--- src/hw/rtl/apcs_pkg.sv ---
// ---------------------------------------------------------------------------
// apcs_pkg
// Shared types and codes of the ATA PIO command sequencer: channel payloads,
// the job descriptor that runs from front end to back end, task-file codes.
// ---------------------------------------------------------------------------
`default_nettype none

package apcs_pkg;

   // sector geometry
   localparam int WORDS_PER_SECTOR = 256;
   localparam int WORD_INDEX_W     = $clog2(WORDS_PER_SECTOR);

   // job queue between front end and back end
   localparam int QUEUE_DEPTH = 4;
   localparam int QUEUE_PTR_W = $clog2(QUEUE_DEPTH);
   localparam int QUEUE_CNT_W = $clog2(QUEUE_DEPTH + 1);

   // input item kinds
   localparam logic [2:0] KIND_READ     = 3'd0;
   localparam logic [2:0] KIND_WRITE    = 3'd1;
   localparam logic [2:0] KIND_IDENTIFY = 3'd2;
   localparam logic [2:0] KIND_BUS_RESP = 3'd3;
   localparam logic [2:0] KIND_HOST     = 3'd4;

   // result kinds
   localparam logic [1:0] RK_BUS_READ  = 2'd0;
   localparam logic [1:0] RK_BUS_WRITE = 2'd1;
   localparam logic [1:0] RK_HOST_WORD = 2'd2;
   localparam logic [1:0] RK_DONE      = 2'd3;

   // task-file register indexes
   localparam logic [2:0] REG_DATA     = 3'd0;
   localparam logic [2:0] REG_COUNT    = 3'd2;
   localparam logic [2:0] REG_LBA_LOW  = 3'd3;
   localparam logic [2:0] REG_LBA_MID  = 3'd4;
   localparam logic [2:0] REG_LBA_HIGH = 3'd5;
   localparam logic [2:0] REG_DEVICE   = 3'd6;
   localparam logic [2:0] REG_STATUS   = 3'd7;
   localparam logic [2:0] REG_COMMAND  = 3'd7;

   // operations
   localparam logic [1:0] OP_READ     = 2'd0;
   localparam logic [1:0] OP_WRITE    = 2'd1;
   localparam logic [1:0] OP_IDENTIFY = 2'd2;

   // command bytes and status bits
   localparam logic [7:0] CMD_READ     = 8'h20;
   localparam logic [7:0] CMD_WRITE    = 8'h30;
   localparam logic [7:0] CMD_IDENTIFY = 8'hEC;
   localparam logic [7:0] DEVICE_LBA   = 8'h40;
   localparam int STATUS_BSY  = 7;
   localparam int STATUS_DRDY = 6;
   localparam int STATUS_DRQ  = 3;
   localparam int STATUS_ERR  = 0;

   // job codes
   localparam logic [2:0] JOB_STATUS = 3'd0;
   localparam logic [2:0] JOB_DATA   = 3'd1;
   localparam logic [2:0] JOB_HOST   = 3'd2;
   localparam logic [2:0] JOB_WDATA  = 3'd3;
   localparam logic [2:0] JOB_DONE   = 3'd4;
   localparam logic [2:0] JOB_IDENT  = 3'd5;
   localparam logic [2:0] JOB_SETUP  = 3'd6;

   // read that follows a data word
   localparam logic [1:0] TAIL_NONE   = 2'd0;
   localparam logic [1:0] TAIL_STATUS = 2'd1;
   localparam logic [1:0] TAIL_DATA   = 2'd2;

   typedef struct packed {
      logic [2:0]  kind;
      logic [27:0] block_address;
      logic [7:0]  sector_count;
      logic [15:0] bus_read_value;
      logic [15:0] host_word_in;
   } req_type;

   typedef struct packed {
      logic [1:0]  result_kind;
      logic [2:0]  register_index;
      logic [15:0] bus_write_value;
      logic [15:0] host_word_out;
      logic        error_flag;
      logic        last;
   } rsp_type;

   typedef struct packed {
      logic [2:0]  code;
      logic [1:0]  tail;
      logic [15:0] word;
      logic [27:0] address;
      logic [7:0]  count;
      logic        write_cmd;
      logic        error;
   } job_type;

   typedef struct packed {
      logic full;
      logic empty;
   } queue_status_type;

endpackage

`default_nettype wire

--- src/hw/rtl/ata_pio_command_sequencer_core.sv ---
// ---------------------------------------------------------------------------
// ata_pio_command_sequencer_core
// ATA PIO LBA28 host sequencer: turns read, write and identify requests,
// bus read responses and host data words into task-file bus accesses,
// host data words and a done beat per request.
//
//   channel | direction | handshake             | payload
//   req     | in        | req_valid / req_ready | apcs_pkg::req_type
//   rsp     | out       | rsp_valid / rsp_ready | apcs_pkg::rsp_type
//
// req_ready is high whenever the four-entry job queue has room, so one
// input beat can be taken every cycle, also while a result waits.
// the back end sends one result beat per cycle unless the output stalls:
// a request setup emits seven, identify setup three, a data word one or two,
// so output beats set the rate. a result passes the queue and output register.
// synchronous reset empties the queue and output stage and returns to idle.
// ---------------------------------------------------------------------------
`default_nettype none

module ata_pio_command_sequencer_core (
   input  wire logic              clock,
   input  wire logic              reset,
   input  wire logic              req_valid,
   output      logic              req_ready,
   input  wire apcs_pkg::req_type req_data,
   output      logic              rsp_valid,
   input  wire logic              rsp_ready,
   output      apcs_pkg::rsp_type rsp_data
);

   apcs_pkg::queue_status_type queue_status;
   apcs_pkg::job_type          push_job;
   apcs_pkg::job_type          head_job;
   logic                       push;
   logic                       pop;

   apcs_front u_front (
      .clock        (clock),
      .reset        (reset),
      .req_valid    (req_valid),
      .req_ready    (req_ready),
      .req_data     (req_data),
      .queue_status (queue_status),
      .push         (push),
      .push_job     (push_job)
   );

   apcs_queue u_queue (
      .clock        (clock),
      .reset        (reset),
      .push         (push),
      .push_job     (push_job),
      .pop          (pop),
      .head_job     (head_job),
      .queue_status (queue_status)
   );

   apcs_back u_back (
      .clock        (clock),
      .reset        (reset),
      .head_job     (head_job),
      .queue_status (queue_status),
      .pop          (pop),
      .rsp_valid    (rsp_valid),
      .rsp_ready    (rsp_ready),
      .rsp_data     (rsp_data)
   );

endmodule

`default_nettype wire

--- src/hw/rtl/apcs_front.sv ---
// ---------------------------------------------------------------------------
// apcs_front
// Front end: takes request, bus response and host word beats, runs the
// protocol state and hands one job per productive beat to the queue.
// ---------------------------------------------------------------------------
`default_nettype none

module apcs_front (
   input  wire logic                       clock,
   input  wire logic                       reset,
   input  wire logic                       req_valid,
   output      logic                       req_ready,
   input  wire apcs_pkg::req_type          req_data,
   input  wire apcs_pkg::queue_status_type queue_status,
   output      logic                       push,
   output      apcs_pkg::job_type          push_job
);

   localparam logic [3:0] PH_IDLE       = 4'd0;
   localparam logic [3:0] PH_BSY        = 4'd1;
   localparam logic [3:0] PH_DRDY       = 4'd2;
   localparam logic [3:0] PH_DRQ        = 4'd3;
   localparam logic [3:0] PH_RDATA      = 4'd4;
   localparam logic [3:0] PH_WDATA      = 4'd5;
   localparam logic [3:0] PH_DRAIN_ST   = 4'd6;
   localparam logic [3:0] PH_DRAIN_DATA = 4'd7;
   localparam logic [3:0] PH_ERRST      = 4'd8;

   localparam int WIW = apcs_pkg::WORD_INDEX_W;

   logic [3:0]     phase_ff, phase_in;
   logic [1:0]     operation_ff, operation_in;
   logic [27:0]    address_ff, address_in;
   logic [7:0]     count_ff, count_in;
   logic [7:0]     sector_ff, sector_in;
   logic [WIW-1:0] word_ff, word_in;

   logic           accept;
   logic           job_valid;
   logic [7:0]     st;
   logic           wrap;
   logic [WIW-1:0] word_next;
   logic [7:0]     sector_next;
   logic           all_done;
   logic [15:0]    read_word;

   assign req_ready = !queue_status.full;
   assign accept    = req_valid && req_ready;
   assign st        = req_data.bus_read_value[15:8];
   assign push      = accept && job_valid;

   // word and sector counting
   assign wrap        = (word_ff == WIW'(apcs_pkg::WORDS_PER_SECTOR - 1));
   assign word_next   = wrap ? '0 : word_ff + WIW'(1);
   assign sector_next = sector_ff + {7'd0, wrap};
   assign all_done    = (sector_next >= count_ff);

   // identify data comes byte-swapped
   assign read_word = (operation_ff == apcs_pkg::OP_IDENTIFY) ?
                      {req_data.bus_read_value[7:0], req_data.bus_read_value[15:8]} :
                      req_data.bus_read_value;

   always_comb begin
      phase_in     = phase_ff;
      operation_in = operation_ff;
      address_in   = address_ff;
      count_in     = count_ff;
      sector_in    = sector_ff;
      word_in      = word_ff;
      job_valid    = 1'b0;
      push_job           = '0;
      push_job.code      = apcs_pkg::JOB_STATUS;
      push_job.tail      = apcs_pkg::TAIL_NONE;
      push_job.address   = address_ff;
      push_job.count     = count_ff;
      push_job.write_cmd = (operation_ff == apcs_pkg::OP_WRITE);
      push_job.error     = st[apcs_pkg::STATUS_ERR];
      if (accept) begin
         unique case (req_data.kind)
            apcs_pkg::KIND_READ, apcs_pkg::KIND_WRITE, apcs_pkg::KIND_IDENTIFY: begin
               if (phase_ff == PH_IDLE) begin
                  operation_in = req_data.kind[1:0];
                  if (req_data.kind == apcs_pkg::KIND_IDENTIFY) begin
                     address_in = '0;
                     count_in   = 8'd1;
                  end else begin
                     address_in = req_data.block_address;
                     count_in   = req_data.sector_count;
                  end
                  sector_in = '0;
                  word_in   = '0;
                  phase_in  = PH_BSY;
                  job_valid = 1'b1;
               end
            end
            apcs_pkg::KIND_BUS_RESP: begin
               unique case (phase_ff)
                  PH_BSY: begin
                     if (!st[apcs_pkg::STATUS_BSY]) begin
                        phase_in = PH_DRDY;
                     end
                     job_valid = 1'b1;
                  end
                  PH_DRDY: begin
                     job_valid = 1'b1;
                     if (!st[apcs_pkg::STATUS_DRDY]) begin
                        push_job.code = apcs_pkg::JOB_STATUS;
                     end else if (operation_ff == apcs_pkg::OP_IDENTIFY) begin
                        push_job.code = apcs_pkg::JOB_IDENT;
                        phase_in      = PH_DRQ;
                     end else begin
                        push_job.code = apcs_pkg::JOB_SETUP;
                        if (operation_ff == apcs_pkg::OP_READ && count_ff == 8'd0) begin
                           phase_in = PH_DRAIN_ST;
                        end else begin
                           phase_in = PH_DRQ;
                        end
                     end
                  end
                  PH_DRQ: begin
                     if (!st[apcs_pkg::STATUS_DRQ]) begin
                        job_valid = 1'b1;
                     end else if (operation_ff == apcs_pkg::OP_WRITE) begin
                        if (count_ff == 8'd0) begin
                           phase_in  = PH_ERRST;
                           job_valid = 1'b1;
                        end else begin
                           phase_in = PH_WDATA;
                        end
                     end else begin
                        phase_in      = PH_RDATA;
                        job_valid     = 1'b1;
                        push_job.code = apcs_pkg::JOB_DATA;
                     end
                  end
                  PH_RDATA: begin
                     job_valid     = 1'b1;
                     push_job.code = apcs_pkg::JOB_HOST;
                     push_job.word = read_word;
                     word_in       = word_next;
                     sector_in     = sector_next;
                     if (all_done) begin
                        phase_in      = PH_DRAIN_ST;
                        push_job.tail = apcs_pkg::TAIL_STATUS;
                     end else if (wrap) begin
                        phase_in      = PH_DRQ;
                        push_job.tail = apcs_pkg::TAIL_STATUS;
                     end else begin
                        push_job.tail = apcs_pkg::TAIL_DATA;
                     end
                  end
                  PH_DRAIN_ST: begin
                     job_valid = 1'b1;
                     if (st[apcs_pkg::STATUS_DRQ]) begin
                        phase_in      = PH_DRAIN_DATA;
                        push_job.code = apcs_pkg::JOB_DATA;
                     end else begin
                        phase_in = PH_ERRST;
                     end
                  end
                  PH_DRAIN_DATA: begin
                     job_valid = 1'b1;
                     phase_in  = PH_DRAIN_ST;
                  end
                  PH_ERRST: begin
                     job_valid     = 1'b1;
                     push_job.code = apcs_pkg::JOB_DONE;
                     phase_in      = PH_IDLE;
                  end
                  default: begin
                     job_valid = 1'b0;
                  end
               endcase
            end
            apcs_pkg::KIND_HOST: begin
               if (phase_ff == PH_WDATA) begin
                  job_valid     = 1'b1;
                  push_job.code = apcs_pkg::JOB_WDATA;
                  push_job.word = req_data.host_word_in;
                  word_in       = word_next;
                  sector_in     = sector_next;
                  if (all_done) begin
                     phase_in      = PH_ERRST;
                     push_job.tail = apcs_pkg::TAIL_STATUS;
                  end
               end
            end
            default: begin
               job_valid = 1'b0;
            end
         endcase
      end
   end

   always_ff @(posedge clock) begin
      if (reset) begin
         phase_ff     <= PH_IDLE;
         operation_ff <= apcs_pkg::OP_READ;
         address_ff   <= '0;
         count_ff     <= '0;
         sector_ff    <= '0;
         word_ff      <= '0;
      end else begin
         phase_ff     <= phase_in;
         operation_ff <= operation_in;
         address_ff   <= address_in;
         count_ff     <= count_in;
         sector_ff    <= sector_in;
         word_ff      <= word_in;
      end
   end

endmodule

`default_nettype wire

--- src/hw/rtl/apcs_queue.sv ---
// ---------------------------------------------------------------------------
// apcs_queue
// Short job queue in flops between front end and back end.
// ---------------------------------------------------------------------------
`default_nettype none

module apcs_queue (
   input  wire logic                       clock,
   input  wire logic                       reset,
   input  wire logic                       push,
   input  wire apcs_pkg::job_type          push_job,
   input  wire logic                       pop,
   output      apcs_pkg::job_type          head_job,
   output      apcs_pkg::queue_status_type queue_status
);

   localparam int PW = apcs_pkg::QUEUE_PTR_W;
   localparam int CW = apcs_pkg::QUEUE_CNT_W;

   apcs_pkg::job_type entry_ff [apcs_pkg::QUEUE_DEPTH];

   logic [PW-1:0] wr_ptr_ff, wr_ptr_in;
   logic [PW-1:0] rd_ptr_ff, rd_ptr_in;
   logic [CW-1:0] fill_ff, fill_in;

   assign head_job           = entry_ff[rd_ptr_ff];
   assign queue_status.full  = (fill_ff == CW'(apcs_pkg::QUEUE_DEPTH));
   assign queue_status.empty = (fill_ff == '0);

   always_comb begin
      wr_ptr_in = push ? PW'(wr_ptr_ff + PW'(1)) : wr_ptr_ff;
      rd_ptr_in = pop ? PW'(rd_ptr_ff + PW'(1)) : rd_ptr_ff;
      fill_in   = fill_ff + CW'(push) - CW'(pop);
   end

   always_ff @(posedge clock) begin
      if (push) begin
         entry_ff[wr_ptr_ff] <= push_job;
      end
   end

   always_ff @(posedge clock) begin
      if (reset) begin
         wr_ptr_ff <= '0;
         rd_ptr_ff <= '0;
         fill_ff   <= '0;
      end else begin
         wr_ptr_ff <= wr_ptr_in;
         rd_ptr_ff <= rd_ptr_in;
         fill_ff   <= fill_in;
      end
   end

endmodule

`default_nettype wire

--- src/hw/rtl/apcs_back.sv ---
// ---------------------------------------------------------------------------
// apcs_back
// Back end: expands the job at the queue head into result beats, one per
// cycle unless the output stalls, into a registered output stage.
// ---------------------------------------------------------------------------
`default_nettype none

module apcs_back (
   input  wire logic                       clock,
   input  wire logic                       reset,
   input  wire apcs_pkg::job_type          head_job,
   input  wire apcs_pkg::queue_status_type queue_status,
   output      logic                       pop,
   output      logic                       rsp_valid,
   input  wire logic                       rsp_ready,
   output      apcs_pkg::rsp_type          rsp_data
);

   function automatic logic [2:0] beat_count(apcs_pkg::job_type j);
      logic [2:0] n;
      unique case (j.code)
         apcs_pkg::JOB_HOST, apcs_pkg::JOB_WDATA:
            n = (j.tail == apcs_pkg::TAIL_NONE) ? 3'd1 : 3'd2;
         apcs_pkg::JOB_IDENT: n = 3'd3;
         apcs_pkg::JOB_SETUP: n = 3'd7;
         default:             n = 3'd1;
      endcase
      return n;
   endfunction

   function automatic apcs_pkg::rsp_type make_beat(apcs_pkg::job_type j, logic [2:0] idx);
      apcs_pkg::rsp_type b;
      logic [2:0]        tail_reg;
      b        = '0;
      tail_reg = (j.tail == apcs_pkg::TAIL_DATA) ? apcs_pkg::REG_DATA : apcs_pkg::REG_STATUS;
      b.result_kind    = apcs_pkg::RK_BUS_READ;
      b.register_index = apcs_pkg::REG_STATUS;
      unique case (j.code)
         apcs_pkg::JOB_STATUS: begin
            b.register_index = apcs_pkg::REG_STATUS;
         end
         apcs_pkg::JOB_DATA: begin
            b.register_index = apcs_pkg::REG_DATA;
         end
         apcs_pkg::JOB_HOST: begin
            if (idx == 3'd0) begin
               b.result_kind    = apcs_pkg::RK_HOST_WORD;
               b.register_index = apcs_pkg::REG_DATA;
               b.host_word_out  = j.word;
            end else begin
               b.register_index = tail_reg;
            end
         end
         apcs_pkg::JOB_WDATA: begin
            if (idx == 3'd0) begin
               b.result_kind     = apcs_pkg::RK_BUS_WRITE;
               b.register_index  = apcs_pkg::REG_DATA;
               b.bus_write_value = j.word;
            end else begin
               b.register_index = tail_reg;
            end
         end
         apcs_pkg::JOB_DONE: begin
            b.result_kind    = apcs_pkg::RK_DONE;
            b.register_index = apcs_pkg::REG_DATA;
            b.error_flag     = j.error;
         end
         apcs_pkg::JOB_IDENT: begin
            if (idx == 3'd0) begin
               b.result_kind    = apcs_pkg::RK_BUS_WRITE;
               b.register_index = apcs_pkg::REG_DEVICE;
            end else if (idx == 3'd1) begin
               b.result_kind     = apcs_pkg::RK_BUS_WRITE;
               b.register_index  = apcs_pkg::REG_COMMAND;
               b.bus_write_value = {apcs_pkg::CMD_IDENTIFY, 8'h00};
            end
         end
         apcs_pkg::JOB_SETUP: begin
            b.result_kind = apcs_pkg::RK_BUS_WRITE;
            unique case (idx)
               3'd0: begin
                  b.register_index  = apcs_pkg::REG_COUNT;
                  b.bus_write_value = {j.count, 8'h00};
               end
               3'd1: begin
                  b.register_index  = apcs_pkg::REG_LBA_LOW;
                  b.bus_write_value = {j.address[7:0], 8'h00};
               end
               3'd2: begin
                  b.register_index  = apcs_pkg::REG_LBA_MID;
                  b.bus_write_value = {j.address[15:8], 8'h00};
               end
               3'd3: begin
                  b.register_index  = apcs_pkg::REG_LBA_HIGH;
                  b.bus_write_value = {j.address[23:16], 8'h00};
               end
               3'd4: begin
                  b.register_index  = apcs_pkg::REG_DEVICE;
                  b.bus_write_value = {apcs_pkg::DEVICE_LBA | {4'h0, j.address[27:24]}, 8'h00};
               end
               3'd5: begin
                  b.register_index  = apcs_pkg::REG_COMMAND;
                  b.bus_write_value = {(j.write_cmd ? apcs_pkg::CMD_WRITE :
                                        apcs_pkg::CMD_READ), 8'h00};
               end
               default: begin
                  // closing status read
                  b.result_kind    = apcs_pkg::RK_BUS_READ;
                  b.register_index = apcs_pkg::REG_STATUS;
               end
            endcase
         end
         default: begin
            b.register_index = apcs_pkg::REG_STATUS;
         end
      endcase
      if (b.result_kind != apcs_pkg::RK_BUS_READ) begin
         if (b.result_kind != apcs_pkg::RK_BUS_WRITE) begin
            b.register_index = apcs_pkg::REG_DATA;
         end
      end
      return b;
   endfunction

   logic              rsp_valid_ff, rsp_valid_in;
   apcs_pkg::rsp_type rsp_data_ff, rsp_data_in;
   logic [2:0]        beat_ff, beat_in;
   logic              load;
   logic              final_beat;
   apcs_pkg::rsp_type beat_data;

   assign load       = !queue_status.empty && (!rsp_valid_ff || rsp_ready);
   assign final_beat = (beat_ff == beat_count(head_job) - 3'd1);
   assign pop        = load && final_beat;

   always_comb begin
      beat_data      = make_beat(head_job, beat_ff);
      beat_data.last = final_beat;
      rsp_data_in    = rsp_data_ff;
      rsp_valid_in   = rsp_valid_ff && !rsp_ready;
      beat_in        = beat_ff;
      if (load) begin
         rsp_data_in  = beat_data;
         rsp_valid_in = 1'b1;
         beat_in      = final_beat ? 3'd0 : beat_ff + 3'd1;
      end
   end

   always_ff @(posedge clock) begin
      rsp_data_ff <= rsp_data_in;
   end

   always_ff @(posedge clock) begin
      if (reset) begin
         rsp_valid_ff <= 1'b0;
         beat_ff      <= '0;
      end else begin
         rsp_valid_ff <= rsp_valid_in;
         beat_ff      <= beat_in;
      end
   end

   assign rsp_valid = rsp_valid_ff;
   assign rsp_data  = rsp_data_ff;

endmodule

`default_nettype wire

--- config.mk ---
export PLATFORM = sky130hd
export DESIGN_NAME = ata_pio_command_sequencer_core
export DESIGN_NICKNAME = d
export VERILOG_FILES = /design/src/hw/rtl/apcs_pkg.sv /design/src/hw/rtl/ata_pio_command_sequencer_core.sv /design/src/hw/rtl/apcs_front.sv /design/src/hw/rtl/apcs_queue.sv /design/src/hw/rtl/apcs_back.sv
export SDC_FILE = /design/constraint.sdc
export NUM_CORES = 1
export LEC_CHECK = 0
export ABC_AREA = 1
export BUFFER_PORTS_ARGS = -buffer_cell sky130_fd_sc_hd__clkbuf_2
export CAP_MARGIN = 20
export CORE_ASPECT_RATIO = 1.2
export CORE_MARGIN = 4
export CORE_UTILIZATION = 45
export CTS_BUF_LIST = sky130_fd_sc_hd__clkbuf_4 sky130_fd_sc_hd__clkbuf_8 sky130_fd_sc_hd__clkbuf_16
export DETAILED_ROUTE_END_ITERATION = 10
export GPL_ROUTABILITY_DRIVEN = 0
export PLACE_DENSITY = 0.65
export SYNTH_ARGS = -nofsm -noshare
export SYNTH_HDL_FRONTEND = slang
export SYNTH_SLANG_ARGS = --single-unit
export TNS_END_PERCENT = 10
--- constraint.sdc ---
create_clock -name clock -period 5.36 [get_ports clock]
set_input_delay 1.608 -clock clock [delete_from_list [all_inputs] [get_ports clock]]
set_output_delay 1.608 -clock clock [all_outputs]
set_load 0.01 [all_outputs]
# Word-level counts from Yosys, hierarchy flattened
# Memories as Yosys holds them, arrays and structs flattened. A register that Yosys moved wholly into a read port is not among the register bits.
# Cells that the tools add are included.
# word_totals
register_bits,108
ram_bits,236
inputBits,75
output_inout_bits,41
wordCells,166
memories,1
# op_classes
addsub,8
order_cmp,1
eq_ne,39
n_mux,72
reduce_logical,28
# mem_list
memory,depth,width,rd,rd_ports_with_merged_regs,write_ports,line_no,text
u_queue.entry_ff,4,59,1,1,1,apcs_queue.sv:20,apcs_pkg::job_type entry_ff [apcs_pkg::QUEUE_DEPTH];
# op_table
operator,n
case mux 16 bit (6 select lines),1
2-to-1 mux 8 bit,7
2-to-1 mux 16 bit,3
case mux 16 bit (3 select lines),1
case mux 8 bit (3 select lines),2
2-to-1 mux 4 bit,11
case mux 21 bit (2 select lines),1
2-to-1 mux 20 bit,2
case mux 3 bit (5 select lines),2
2-to-1 mux 28 bit,1
case mux 4 bit (7 select lines),1
2-to-1 mux 3 bit,9
== test 3 bit (second input constant),7
2-to-1 mux 21 bit,1
== test 3 x 2 -> 1 bit (second input constant),6
2-to-1 mux 18 bit,1
== test 4 x 3 -> 1 bit (second input constant),4
2-to-1 mux 1 bit,14
2-to-1 mux 2 bit,7
case mux 3 bit (4 select lines),1
case mux 4 bit (3 select lines),1
OR reduction 6 bit,2
2-to-1 mux 5 bit,2
case mux 2 bit (5 select lines),1
38 further kinds,60

# Depth between registers and ports, before layout
# Gate-level depths: netlist of the first run.
# logic_depth
depth_word,10
ltp_mapped,21

# Cells and area by module
# A second synthesis of the first run with hierarchy kept.
# hier_totals
cells_unflattened,1572
hier_area_um2,15673.8
# modules_own_cells
mod,n_inst,cells_each,area_per_inst_um2,seq_area_each_um2
apcs_queue,1,744,9824.4,7267.0
apcs_front,1,567,3560.9,1161.1
apcs_back,1,261,2288.4,1251.2

# Worst setup path before layout of the first run
# OpenSTA, ideal clock, no wires.
# synth_path
path_type,input port to flip-flop
start,input req_data[69] in the netlist's numbering
end,"memory u_queue.entry_ff[0][0] in the netlist's numbering, enable pin"
setup_ns,0.476
t_arrival_ns,4.930
required_time_ns,4.884
path_slack_ns,-0.047
cell_stages,7
path_cell_list,inv_1 nand3_2 nor2_1 a31oi_1 nand2_1 nand2_1 nor2_1
# synth_via
elab_chain_len,7
word_cells_on_any_way,11
classes_between,eq/ne: 4; mux: 4; reduce/logical: 3
# synth_lines
item,line_no,text
"start, declared",ata_pio_command_sequencer_core.sv:25,"input wire apcs_pkg::req_type req_data,"
"== test 3 x 1 -> 1 bit, or another cell as far along",apcs_front.sv:79,unique case (req_data.kind)
OR reduction 3 bit,apcs_front.sv:79,
case mux 1 bit (3 select lines) *,apcs_front.sv:79,
2-to-1 mux 1 bit *,apcs_front.sv:78,if (accept) begin
logical AND 1 bit *,apcs_front.sv:50,assign push = accept && job_valid;
2-to-1 mux 1 bit *,apcs_queue.sv:37,if (push) begin
2-to-1 mux 1 bit (not written as such) *,apcs_queue.sv:38,entry_ff[wr_ptr_ff] <= push_job;
"end, declared",apcs_queue.sv:20,
# Every way passes the cells marked *; elsewhere a longest branch is shown, timed or not.

==> results by group, run 1 <==
Run status
  • Status: complete, no violations

Route
  • Remaining antenna violation count: 0
  • Met2 wire length: 17.34 mm
  • Vias per cell: 5.239
  • 1st-pass router iterations: 5
  • Drt total wl: 34.61 mm
  • DRC: 0
  • 1st-iter DRT viols: 825
  • DR WL met3: 1.862 mm
  • Routed length per instance: 17.21 um
  • Top Layer Used: met4
  • Total number of vias: 10,540
  • M1 WL: 14.60 mm

Clock tree
  • Longest Clk Path Bufs: 3
  • CTS tree: yes
  • Cts hold-fix bufs: 0
  • H-tree depth: 2
  • Resized Gates After CTS: 0
  • Post-CTS Setup Inserts: 0
  • Inserted Clock Buffers: 34
  • Clock Tree Root: clkbuf_16
  • Clock Sinks: 346
  • Clock Pin Slew Worst Setup and Hold Paths: 0.06 ns
  • Clk_lat worst skew: 0.53 ns

Critical path
  • Highest net fanout along the worst path: 80
  • Arrival @ worst endpoint: 3.99 ns
  • Slowest cell on crit path: buf_4
  • CP startpoint kind: flop
  • CP peak stage delay: 0.73 ns
  • Cell mode on critical path: nand2_1
  • WS Path Type: reg2reg
  • CP Capture Type: flop
  • CP Data Required Time: 5.77 ns
  • Worst-path cell chain: buf_4 > nand2_1 > nand3_1 > nand2_1 > nand2_1 > nand2_1 > nand2_1 > nand2_1 > nor2_2 > nand3_2 > inv_1 > ha_1 > inv_1 > ha_1 > fa_1 > o21ai_0 > a21oi_1

GRT
  • Initial antenna violation count: 0
  • Overflow after GRT: 0
  • Global-route wire length before repair: 55.07 mm
  • All-Layer GR Usage: 18.81%
  • Largest net degree at the start of global routing: 81
  • Vias in the first global route: 10,390

Floorplan
  • Die Height: 207.5 um
  • # rows: 72
  • Die area: 36,140 um^2
  • Die W: 174.2 um
  • Starting Density: 45.88%
  • I/O Pins: 116
  • Core Footprint: 32,520 um^2

Synthesis
  • Post-Synthesis Cells: 1,447
  • Primary FF master, synth: edfxtp_1
  • Syn nets: 1,545
  • EDFF count, synth: 275
  • Synth warn: 0
  • Synth top area cells: edfxtp_1 55%, dfxtp_1 9.5%, nand2_1 7.2%
  • Asr flop ratio synth: 0%
  • Avg Inst Size Synth: 10.31 um^2
  • Top-area cell type share of the netlist area: 55.35%
  • Synthesized area: 14,920 um^2
  • FF+latch count, synth: 346
  • Largest area contributor in the netlist: edfxtp_1
  • Yosys cell types: 47
  • Most common cell in the synthesized netlist: nand2_1
  • Commonest cells post-synth: 286 x nand2_1, 275 x edfxtp_1, 186 x nor2_1
  • Register area share after synthesis: 64.88%

Placement
  • Placed Area: 15,920 um^2
  • HPWL Detailed: 22.23 mm
  • PortBufs: 115

Finish
  • Diode count: 0
  • Layout cell share with drive strength beyond 1: 13.72%
  • Nets@finish: 1,641
  • Area growth from synthesis to layout: 14.54%
  • Final instance area: 17,090 um^2

Power and ir drop
  • Worst VDD drop: 227.3 uV
  • Cell Pwr Density: 456.3 nW/um^2
  • Leak: 6.402 nW

STA
  • Clk_skew: 0.03013 ns
  • Worst relative slew slack: 34.81%
  • Fmax: 279.0 MHz
  • Unrepaired setup endpoints after global routing: false
  • Period utilization: 66.86%
  • Crit path time final: 3.584 ns
  • Final hold violation count: 0
  • Hold_ws: 0.4493 ns
  • Setup TNS: 0 ns
  • Endpoints failing setup: 0
  • Worst-Margin Slew: 0.9743 ns
  • Pins over their slew limit: 0

Min path
  • Worst Hold Class: reg2reg

Job
  • Max-cap viol count: 0
-- metal layers --
metal | track usage, % | vias up
met3 | 3.260 | 55
met2 | 32.60 | 287
met4 | 5.518 | 0
met5 | 0 | -
met1 | 24.29 | 4987
li1 | - | 5207
-- through the flow --
stage | setup slack (ns) | utilization (%) | instances | power [mW]
final | 1.776 | 52.55 | 2011 | 7.798
after global routing | 1.414 | 52.55 | 2011 | 8.233
after CTS | 1.768 | 52.55 | 2011 | 7.867
after detailed placement | 1.445 | 48.97 | 1951 | 5.427
after global placement | 1.449 | 48.97 | 1951 | 5.391
after floorplan | -0.04665 | - | 1447 | 4.770
-- report_power, final --
group          total (mW)  leakage, nW  internal, mW  switching [mW]
clock                2.44        0.580          1.47           0.969
combinational        1.97         2.77         0.597            1.37
sequential           3.39         3.06          3.23           0.159
-- worst max-delay path, delay by kind of cell, from the launching register on --
family / cells / cell delay, ns
buffers and inverters: 3 / 0.86
AO/OA/AOI/OAI: 2 / 0.24
AND/OR/NAND/NOR: 9 / 0.95
flip-flops: 1 / 0.63
adder cells (fa/ha/maj): 3 / 0.72
-- final cells by class --
class / count / area (um^2)
Inverter: 102 / 382.9
Timing Repair Buffer: 130 / 738.2
Multi-Input combinational cell: 929 / 4564
Fill cell: 2860 / 15430
Tap cell: 444 / 555.5
Clock buffer: 47 / 1008
Sequential cell: 346 / 9683
Clock inverter: 13 / 156.4
-- registers in the layout (all words and copies together), names as in the netlist, 3 cells and up, named ones only --
signal and flops:
u_queue.fill_ff 3, u_back.beat_ff 3, u_front.address_ff 28, u_back.rsp_data 39
u_front.count_ff 8, u_front.phase_ff 4, u_front.sector_ff 8, u_front.word_ff 8
u_queue.entry_ff 236
-- kinds of logic after synthesis --
| family | Yosys count | share of synthesized area, % |
|---|---|---|
| adder cells (fa/ha/maj) | 23 | 1.979 |
| AO/OA/AOI/OAI | 298 | 10.98 |
| buffers and inverters | 172 | 4.780 |
| XOR/XNOR | 8 | 0.4697 |
| multiplexers | 1 | 0.06709 |
| AND/OR/NAND/NOR | 599 | 16.85 |
| flip-flops | 346 | 64.88 |
-- worst paths after layout --
| kind | slack (ns) | start | depth (start not counted) | end |
|---|---|---|---|---|
| setup / recovery | 1.78 | flop | 17 | u_queue.fill_ff[2]$_SDFF_PP0_ |
| hold / removal | 0.45 | u_front.word_ff[4]$_SDFFE_PP0P_ | 2 | u_front.word_ff[4]$_SDFFE_PP0P_ |
| setup reg to reg | 1.78 | flop | 17 | u_queue.fill_ff[2]$_SDFF_PP0_ |
| hold reg to reg | 0.45 | u_front.word_ff[4]$_SDFFE_PP0P_ | 2 | u_front.word_ff[4]$_SDFFE_PP0P_ |
-- placed cells by master (no fill, tap or decap), types with 36 or more instances in the layout --
cell type    n
dfxtp_1     70
clkbuf_16   36
clkbuf_2   115
inv_1       94
nand2_1    286
edfxtp_1   275
o21ai_0    127
nor2_1     181
nand3_1     84
o22ai_1     38
a21oi_1     93
No activity file was read; power rests on OpenSTA's default activity.
==> run 2, diff against run 1 <==
--- a/config.mk
+++ b/config.mk
@@ -14,7 +14,6 @@
 export CTS_BUF_LIST = sky130_fd_sc_hd__clkbuf_4 sky130_fd_sc_hd__clkbuf_8 sky130_fd_sc_hd__clkbuf_16
 export DETAILED_ROUTE_END_ITERATION = 10
 export GPL_ROUTABILITY_DRIVEN = 0
-export PLACE_DENSITY = 0.65
 export SYNTH_ARGS = -nofsm -noshare
 export SYNTH_HDL_FRONTEND = slang
 export SYNTH_SLANG_ARGS = --single-unit
==> constraint.sdc (replaced) <==
create_clock -name clock -period 3.7 [get_ports clock]
set_input_delay 1.11 -clock clock [delete_from_list [all_inputs] [get_ports clock]]
set_output_delay 1.11 -clock clock [all_outputs]
set_load 0.01 [all_outputs]
==> run 2 against run 1 <==
- fmax increased by 11%
- register-to-register slack worse by 1.3 ns
- utilization down 0.16 points
==> results by group, run 2 (synthesized netlist as in run 1, its figures left out) <==
Power and ir drop
  • Leak: 6.414 nW (was 6.402 nW)
  • Sw Ratio: 32.48% (was 32.07%)
  • Tot Pwr: 11.01 mW (was 7.798 mW)
  • Switching power: 3.578 mW (was 2.500 mW)
  • Sequential power share: 44.3% (was 43.5%)
  • Cell Pwr Density: 646.5 nW/um^2 (was 456.3 nW/um^2)
  • Clock power frac: 29.5% (was 31.2%)
  • Worst VDD drop: 263.5 uV (was 227.3 uV)
  • Int Pwr: 7.437 mW (was 5.297 mW)
  • Combinational share of power: 26.1% (was 25.2%)

Route
  • 1st-pass router iterations: 5 (unchanged)
  • Drt total wl: 34.71 mm (was 34.61 mm)
  • Total number of vias: 10,570 (was 10,540)
  • DRC: 0 (unchanged)
  • Routed length per instance: 17.16 um (was 17.21 um)
  • Remaining antenna violation count: 0 (unchanged)
  • Vias per cell: 5.223 (was 5.239)
  • 1st-iter DRT viols: 802 (was 825)

GRT
  • Largest net degree at the start of global routing: 60 (was 81)
  • Global-route wire length before repair: 55.41 mm (was 55.07 mm)
  • All-Layer GR Usage: 18.94% (was 18.81%)
  • Overflow after GRT: 0 (unchanged)
  • Vias in the first global route: 10,210 (was 10,390)
  • Initial antenna violation count: 0 (unchanged)

Critical path
  • CP Capture Type: flop (unchanged)
  • Critical path origin: u_front.word_ff[0]$_SDFFE_PP0P_
  • Reg-to-Reg End: u_front.phase_ff[0]$_SDFFE_PP0P_ (was u_queue.fill_ff[2]$_SDFF_PP0_)
  • Highest net fanout along the worst path: 7 (was 80)
  • Worst Path Buf+Inv: 0 (was 3)
  • Slowest cell on crit path: dfxtp_1 (was buf_4)
  • Critical path's top delay family: simple AND/OR/NAND/NOR gates (unchanged)
  • Path depth of the worst reg2reg path: 17 (unchanged)
  • R2r startpoint: u_front.word_ff[0]$_SDFFE_PP0P_
  • Worst-path cell chain: ha_1 > nand2_1 > nor2_1 > nand2_1 > nor2_2 > ha_1 > nand3_1 > nand3b_1 > nand3b_1 > xnor2_1 > ha_1 > nand2_1 > o21a_1 > nand3_1 > nand4_2 > nor2_1 > nor2_1 (was buf_4 > nand2_1 > nand3_1 > nand2_1 > nand2_1 > nand2_1 > nand2_1 > nand2_1 > nor2_2 > nand3_2 > inv_1 > ha_1 > inv_1 > ha_1 > fa_1 > o21ai_0 > a21oi_1)
  • WS Path Type: reg2reg (unchanged)
  • CP Data Required Time: 4.10 ns (was 5.77 ns)
  • CP peak stage delay: 0.37 ns (was 0.73 ns)
  • Arrival @ worst endpoint: 3.64 ns (was 3.99 ns)
  • R2r setup slk: 0.47 ns (was 1.78 ns)
  • CP startpoint kind: flop (unchanged)

Floorplan
  • Die area: 36,140 um^2 (unchanged)
  • Core Footprint: 32,520 um^2 (unchanged)
  • I/O Pins: 116 (unchanged)
  • Die W: 174.2 um (unchanged)
  • # rows: 72 (unchanged)
  • Die Height: 207.5 um (unchanged)
  • Starting Density: 45.88% (unchanged)

Placement
  • PortBufs: 115 (unchanged)
  • Cells after DPL: 1,964 (was 1,951)
  • HPWL Detailed: 22.82 mm (was 22.23 mm)

STA
  • Pins over their slew limit: 0 (unchanged)
  • Unrepaired setup endpoints after global routing: false (unchanged)
  • Worst relative slew slack: 56.38% (was 34.81%)
  • Fmax: 309.4 MHz (was 279.0 MHz)
  • Period utilization: 87.36% (was 66.86%)
  • Clk_skew: 0.01219 ns (was 0.03013 ns)
  • Endpoints failing setup: 0 (unchanged)
  • Worst-Margin Slew: 0.6543 ns (was 0.9743 ns)
  • Crit path time final: 3.232 ns (was 3.584 ns)
  • Final hold violation count: 0 (unchanged)

Finish
  • Biggest register: u_queue.entry_ff (unchanged)
  • Area growth from synthesis to layout: 14.19% (was 14.54%)
  • Nets@finish: 1,655 (was 1,641)
  • Diode count: 0 (unchanged)
  • Fillers: 2,908 (was 2,860)
  • Max reg flops: 236 (unchanged)
  • Layout cell share with drive strength beyond 1: 14.50% (was 13.72%)
  • Most common cell after layout, fill and taps aside: nand2_1 (unchanged)
  • Post-Layout Cell Count: 2,023 (was 2,011)
  • Most frequent cells in the layout: 286 x nand2_1, 275 x edfxtp_1, 180 x nor2_1, 127 x o21ai_0, 115 x clkbuf_2 (was 286 x nand2_1, 275 x edfxtp_1, 181 x nor2_1, 127 x o21ai_0, 115 x clkbuf_2)

Min path
  • Worst hold path depth: 2 (unchanged)
  • Worst hold start: u_front.word_ff[4]$_SDFFE_PP0P_ (unchanged)
  • Hold EP: u_front.word_ff[4]$_SDFFE_PP0P_ (unchanged)
  • Worst Hold Class: reg2reg (unchanged)

Clock tree
  • Resized Gates After CTS: 0 (unchanged)
  • Longest Clk Path Bufs: 3 (unchanged)
  • Post-CTS Setup Inserts: 0 (unchanged)
  • Inserted Clock Buffers: 35 (was 34)
  • Cts hold-fix bufs: 0 (unchanged)
  • Clk_lat worst skew: 0.51 ns (was 0.53 ns)
  • Clock Tree Root: clkbuf_16 (unchanged)
  • CTS tree: yes (unchanged)
  • Clock Sinks: 346 (unchanged)
  • H-tree depth: 2 (unchanged)
  • Clock Pin Slew Worst Setup and Hold Paths: 0.06 ns (about the same)

Run status
  • Status: complete, no violations (unchanged)

Job
  • Max-cap viol count: 0 (unchanged)
-- run 2: cell count changes in the layout (fill, tap and decap cells not counted) --
cell,delta
buf_4,+15
clkinv_2,+8
clkbuf_8,-4
buf_12,-2
bufinv_16,-2
clkinv_8,-2
clkbuf_16,-1
clkinv_1,-1
inv_6,+1
nor2_1,-1
nor2_2,+1
-- run 2: layout make-up --
cell class / instances / area, um^2 / area share, %
flip-flops and latches: 346 / 9683 / 56.84
multi-input cells: 929 / 4567 / 26.81
clock buffers: 42 / 928.4 / 5.449
repair buffers: 143 / 810.8 / 4.759
well taps: 444 / 555.5 / 3.261
inverters: 102 / 382.9 / 2.247
clock inverters: 17 / 108.9 / 0.6390
-- run 2: worst max path at each step --
stage,to,slack [ns],depth (start not counted)
after global placement,u_queue.fill_ff[2]$_SDFF_PP0_,0.46,12
final,u_front.phase_ff[0]$_SDFFE_PP0P_,0.47,17
after floorplan,u_queue.entry_ff[0][0]$_DFFE_PP_,-0.27,7
after CTS,u_front.phase_ff[0]$_SDFFE_PP0P_,0.37,17
after detailed placement,u_front.phase_ff[0]$_SDFFE_PP0P_,0.42,17
after global routing,u_front.phase_ff[0]$_SDFFE_PP0P_,0.06,19
-- run 2: through the flow --
stage / hold WS, ns / instance area, um^2 / TNS, ns / worst slack (ns) / utilization, %
finish: 0.4563 / 17040 / 0 / 0.4676 / 52.39
floorplan: 0.4294 / 14930 / -62.98 / -0.2668 / -
CTS: 0.4561 / 17030 / 0 / 0.3677 / 52.38
detailed placement: 0.4471 / 16000 / 0 / 0.4179 / 49.19
global placement: 0.4433 / 16000 / 0 / 0.4575 / 49.19
global route: 0.4902 / 17040 / 0 / 0.05875 / 52.39
-- run 2: power groups by stage --
stage          sequential [mW]  combinational, mW  clock, mW
6_report                  4.88               2.88       3.25
5_1_grt                   4.93               3.25       3.47
4_1_cts                   4.89               2.92       3.32
3_5_place_dp              4.97               2.91          0
3_3_place_gp              4.96               2.88          0
2_1_floorplan             5.03               1.88          0
-- run 2: worst reg2reg max path: cells and delay by family, from the launching register on --
| kind | cells | cell delay (ns) |
|---|---|---|
| adders and majority gates | 3 | 0.69 |
| DFF | 1 | 0.37 |
| xor gates and xnor gates | 1 | 0.15 |
| AOI/OAI and AO/OA | 1 | 0.23 |
| and+or+nand+nor | 12 | 1.67 |
-- run 2: routing by layer --
layer | up-vias | part of all wire, % | GRT usage [%]
met3 | 58 | 4.5 | 3.097
met2 | 243 | 48 | 31.77
li1 | 5229 | - | -
met5 | - | 0 | 0
met4 | 0 | 3.2 | 6.583
met1 | 5036 | 44 | 25.08
